<file path="src/hdl/bmm_pkg.sv">
// shared constants, codes and types of the batched matrix multiply block
`timescale 1ns / 1ps
package bmm_pkg;

	// default sizes
	localparam int MAX_PHYS_DEF  = 4;
	localparam int MAX_DIM_DEF   = 8;
	localparam int FRAC_BITS_DEF = 16;

	// field widths
	localparam int CMD_W    = 2;
	localparam int PHYS_W   = 2;
	localparam int IDX_W    = 3;
	localparam int DATA_W   = 32;
	localparam int STATUS_W = 2;

	// configuration register widths
	localparam int PCNT_W   = 3;
	localparam int DIM_W    = 4;
	localparam int CFG_IDX_W = 3;
	localparam int CFG_DATA_W = 4;

	// exact sum of up to fifteen 64-bit products
	localparam int PROD_W = 2 * DATA_W;
	localparam int ACC_W  = PROD_W + DIM_W;

	// commands
	localparam logic [CMD_W-1:0] CMD_WR_A = 2'd0;
	localparam logic [CMD_W-1:0] CMD_WR_B = 2'd1;
	localparam logic [CMD_W-1:0] CMD_RD   = 2'd2;

	// result status codes
	localparam logic [STATUS_W-1:0] ST_OK    = 2'd0;
	localparam logic [STATUS_W-1:0] ST_RANGE = 2'd1;
	localparam logic [STATUS_W-1:0] ST_SAT   = 2'd2;

	// configuration register indexes
	localparam logic [CFG_IDX_W-1:0] CFG_PHYS_COUNT = 3'd0;
	localparam logic [CFG_IDX_W-1:0] CFG_LEFT_DIM   = 3'd1;
	localparam logic [CFG_IDX_W-1:0] CFG_INNER_DIM  = 3'd2;
	localparam logic [CFG_IDX_W-1:0] CFG_RIGHT_DIM  = 3'd3;
	localparam logic [CFG_IDX_W-1:0] CFG_SHARED_B   = 3'd4;

	// configuration reset values
	localparam logic [PCNT_W-1:0] PCNT_RST = 3'd1;
	localparam logic [DIM_W-1:0]  DIM_RST  = 4'd8;

	// control from the sequencer to the multiply-accumulate unit
	typedef struct packed {
		logic clear;
		logic issue;
	} mac_ctrl_t;

	// status from the multiply-accumulate unit
	typedef struct packed {
		logic              busy;
		logic              sat;
		logic [DATA_W-1:0] product;
	} mac_stat_t;

endpackage

</file>
<file path="src/hdl/bmm_mac.sv">
// multiply-accumulate unit: registered product, wide accumulator, final shift and saturate
`timescale 1ns / 1ps
module bmm_mac #(
	parameter int FRAC_BITS = bmm_pkg::FRAC_BITS_DEF
) (
	input  logic                                clk,
	input  logic                                arst_n,
	input  bmm_pkg::mac_ctrl_t                  ctrl,
	input  logic signed [bmm_pkg::DATA_W-1:0]   a_data,
	input  logic signed [bmm_pkg::DATA_W-1:0]   b_data,
	output bmm_pkg::mac_stat_t                  stat
);

	logic                                 rd_s1;
	logic                                 mul_s2;
	logic signed [bmm_pkg::PROD_W-1:0]    prod_s2;
	logic signed [bmm_pkg::ACC_W-1:0]     acc_q;
	logic signed [bmm_pkg::PROD_W-1:0]    prod;
	logic signed [bmm_pkg::ACC_W-1:0]     shifted;
	logic                                 fits;
	logic                                 neg;

	assign prod = a_data * b_data;

	always_ff @(posedge clk or negedge arst_n) begin
		if (!arst_n) begin
			rd_s1  <= 1'b0;
			mul_s2 <= 1'b0;
		end else begin
			rd_s1  <= ctrl.issue;
			mul_s2 <= rd_s1;
		end
	end

	always_ff @(posedge clk) begin
		if (rd_s1) begin
			prod_s2 <= prod;
		end
		if (ctrl.clear) begin
			acc_q <= '0;
		end else if (mul_s2) begin
			acc_q <= acc_q + bmm_pkg::ACC_W'(prod_s2);
		end
	end

	// arithmetic shift rounds toward minus infinity
	assign shifted = acc_q >>> FRAC_BITS;
	assign neg     = shifted[bmm_pkg::ACC_W-1];
	assign fits    = (&shifted[bmm_pkg::ACC_W-1:bmm_pkg::DATA_W-1])
		|| ~(|shifted[bmm_pkg::ACC_W-1:bmm_pkg::DATA_W-1]);

	always_comb begin
		stat.busy = rd_s1 | mul_s2;
		stat.sat  = ~fits;
		if (fits) begin
			stat.product = shifted[bmm_pkg::DATA_W-1:0];
		end else if (neg) begin
			stat.product = {1'b1, {(bmm_pkg::DATA_W-1){1'b0}}};
		end else begin
			stat.product = {1'b0, {(bmm_pkg::DATA_W-1){1'b1}}};
		end
	end

endmodule

</file>
<file path="config.mk">
export PLATFORM = sky130hd
export DESIGN_NAME = bmm_mac
export DESIGN_NICKNAME = d
export VERILOG_FILES = /design/src/hdl/bmm_pkg.sv /design/src/hdl/bmm_mac.sv
export SDC_FILE = /design/constraint.sdc
export NUM_CORES = 2
export LEC_CHECK = 0
export BUFFER_PORTS_ARGS = -buffer_cell sky130_fd_sc_hd__buf_2
export CAP_MARGIN = 20
export CORE_MARGIN = 4
export CORE_UTILIZATION = 65
export CTS_CLUSTER_SIZE = 30
export DETAILED_ROUTE_END_ITERATION = 7
export PLACE_DENSITY_LB_ADDON = 0.15
export RECOVER_POWER = 50
export SKIP_LAST_GASP = 1
export SYNTH_ARGS = -nofsm -noshare
export SYNTH_HDL_FRONTEND = slang
export SYNTH_SLANG_ARGS = --single-unit
export TNS_END_PERCENT = 5
</file>
<file path="constraint.sdc">
create_clock -name clk -period 9.28 [get_ports clk]
set_clock_uncertainty 0.05 [all_clocks]
set_input_delay 0.928 -clock clk [delete_from_list [all_inputs] [get_ports clk]]
set_output_delay 0.928 -clock clk [all_outputs]
set_load 0.01 [all_outputs]
</file>
==> impl_metrics.json <==
{
  "grt_max_degree": 76,
  "cp_max_fo": 32,
  "ctsHoldBuffers": 0,
  "avgSynthCellArea_um2": 9.36,
  "grt.total_usage": 0.324,
  "cts-resized-gates": 0,
  "async_reset_ff_frac": 0.0149,
  "grt_pass1_wl_um": 187000,
  "io_pins": 102,
  "clock_latency_ns": 0.43,
  "cts_buffers": 17,
  "synth_most_common_cell": "fa_1",
  "tritoncts": "done",
  "grt.overflow.total": 0,
  "finalWorstSetupSlack_ns": 0.570,
  "core_area_um2": 67400,
  "finalSetupViolCount": 0,
  "synth_top_flop_cell": "dfxtp_1",
  "seq_area_frac_synth": 0.0750,
  "fp.dieArea_um2": 72600,
  "worst_pin_slew_ns": 3.81,
  "synth_edf_count": 64,
  "synthTopCellsByArea": "fa_1 (49%), inv_1 (8.4%), and2_1 (7.4%)",
  "clk_pin_slew_ns": 0.06,
  "drtAntennaViolNets": 0,
  "crit_type": "primary input to flop",
  "area_growth_pct": 4.71,
  "wl_per_cell_um": 20.3,
  "place_congestion": 0.965,
  "required_ns": 9.41,
  "post_cts_buffers": 0,
  "syn-cell-area_um2": 44400,
  "status": "finished with violations",
  "first_global_vias": 34900,
  "die_width_um": 269,
  "drtIter0Drc": 2234,
  "fp-row-count": 95,
  "end_kind": "flop",
  "hp-class": "primary input to async pin",
  "routed_wirelength_um": 114000,
  "die_height_um": 269,
  "postSynthCellCount": 4748,
  "violations": "capacitance limit, slew limit",
  "layout-drive-gt1-share": 0.0549,
  "yosys.area.top_type": "fa_1",
  "drtPass1Iterations": 5,
  "antenna_found_initial": 4,
  "critPathLaunchType": "primary input",
  "setup-tns-final_ns": 0,
  "vias": 32400,
  "dpl.hpwl_um": 93300,
  "cts_sinks": 134,
  "synth_commonest_cells": "fa_1 (1083), inv_1 (998), nand2_1 (562)",
  "dp_slack_ns": 0.214,
  "rsz0062_at_grt": "no",
  "nets": 6122,
  "synth_top_area_frac": 0.488,
  "io_buffer_count": 101,
  "vias_per_cell": 5.77,
  "post-route-min-period_ns": 8.71,
  "synth_warnings": 0,
  "synth-seq-cells": 134,
  "root_buffer": "clkbuf_16",
  "maxSlewHeadroom": -1.54,
  "fin_crit_sh": 0.939,
  "synthDistinctLibCells": 86,
  "start_util": 0.659,
  "max_freq_mhz": 115,
  "finalHoldViolCount": 0,
  "clockBufferDepth": 2,
  "drc": 0,
  "cp.arrival_ns": 8.84,
  "cap_viol_max_count": 3,
  "slew_violations": 168,
  "synthesis.nets": 6150,
  "htreeDepth": 4
}
-- cells by family after synthesis --
family	Yosys count	share of synthesized area
mux	42	0.00946
fa+ha+maj	1334	0.559
simple gates	1417	0.159
compound gates	454	0.0677
xor+xnor	122	0.0241
buf+inv	1245	0.106
flops	134	0.0750
-- through the flow --
step / instance area [um2] / utilization / std cells / hold slack [ns]
after global routing: 46500 / 0.690 / 5607 / 0.210
after floorplan: 44400 / - / 4748 / 0.413
after global placement: 45900 / 0.681 / 5572 / 0.423
after CTS: 46500 / 0.690 / 5605 / 0.195
after detailed placement: 45900 / 0.681 / 5573 / 0.436
final: 46500 / 0.690 / 5607 / 0.212
-- placed cells by master (no fill, tap or decap), types with 12 or more instances in the layout --
cell type	n
clkbuf_16	17
a31oi_1	17
inv_1	998
nand4_1	22
mux2i_1	42
nand3_1	28
nand2_1	562
nand2b_1	17
xor2_1	42
o21bai_1	19
a21oi_1	143
a21o_1	98
buf_2	94
xnor2_1	80
and2_1	527
fa_1	1083
nor2b_1	16
o21ai_0	65
a211oi_1	15
dfxtp_1	68
o21a_1	12
nor3_1	20
buf_4	89
and3_1	13
edfxtp_1	64
nor2_1	154
ha_1	251
-- state kept, by name, summed over array words and instances (netlist names) --
name,cells
acc_q,68
rd_s1,1
prod_s2,64
mul_s2,1
-- metal layers --
| metal | track usage | up-vias | share of wire | wire length [um] |
|---|---|---|---|---|
| met2 | 0.506 | 1501 | 0.45 | 51600 |
| met1 | 0.465 | 16500 | 0.42 | 47400 |
| met5 | 0 | - | 0 | 0 |
| met3 | 0.0755 | 229 | 0.10 | 11500 |
| met4 | 0.0884 | 0 | 0.029 | 3310 |
| li1 | - | 14200 | - | - |
-- critical path: stages --
cell       delay [ns]
buf_2            0.53
nand2_1          0.17
fa_1             0.56
fa_1             0.43
fa_1             0.48
fa_1             0.54
inv_1            0.05
fa_1             0.49
inv_1            0.05
fa_1             0.53
inv_1            0.05
fa_1             0.50
fa_1             0.41
ha_1             0.31
a21o_1           0.19
a21o_1           0.18
a2111oi_0        0.59
o31ai_1          0.21
a311oi_2         0.38
o31a_2           0.26
o211a_4          0.19
o21a_4           0.18
o311ai_2         0.12
a31o_2           0.26
a21oi_2          0.14
xnor2_1          0.07
-- layout make-up --
class | instances | area (um2)
clock buffer | 17 | 425
sequential | 134 | 3340
fill | 5218 | 20900
timing repair buffer | 200 | 1310
inverter | 998 | 3750
clock inverter | 15 | 205
antenna | 1 | 2.50
tap | 873 | 1090
multi-input combinational | 3369 | 36400
-- worst paths after layout --
check | endpoint | from | slack, ns | depth (start not counted)
max | prod_s2[57] | b_data[3] | 0.57 | 26
min | mul_s2 | arst_n | 0.21 | 1
max reg2reg | acc_q[51] | mul_s2 | 4.19 | 5
min reg2reg | acc_q[13] | acc_q[13] | 0.45 | 2
max in group asynchronous | rd_s1 | arst_n | 8.83 | 1
min in group clk | acc_q[13] | acc_q[13] | 0.45 | 2
Power is left out: the tool's default activity adds up to more than one toggle a clock period on the data nets, which glitch-free logic cannot reach.
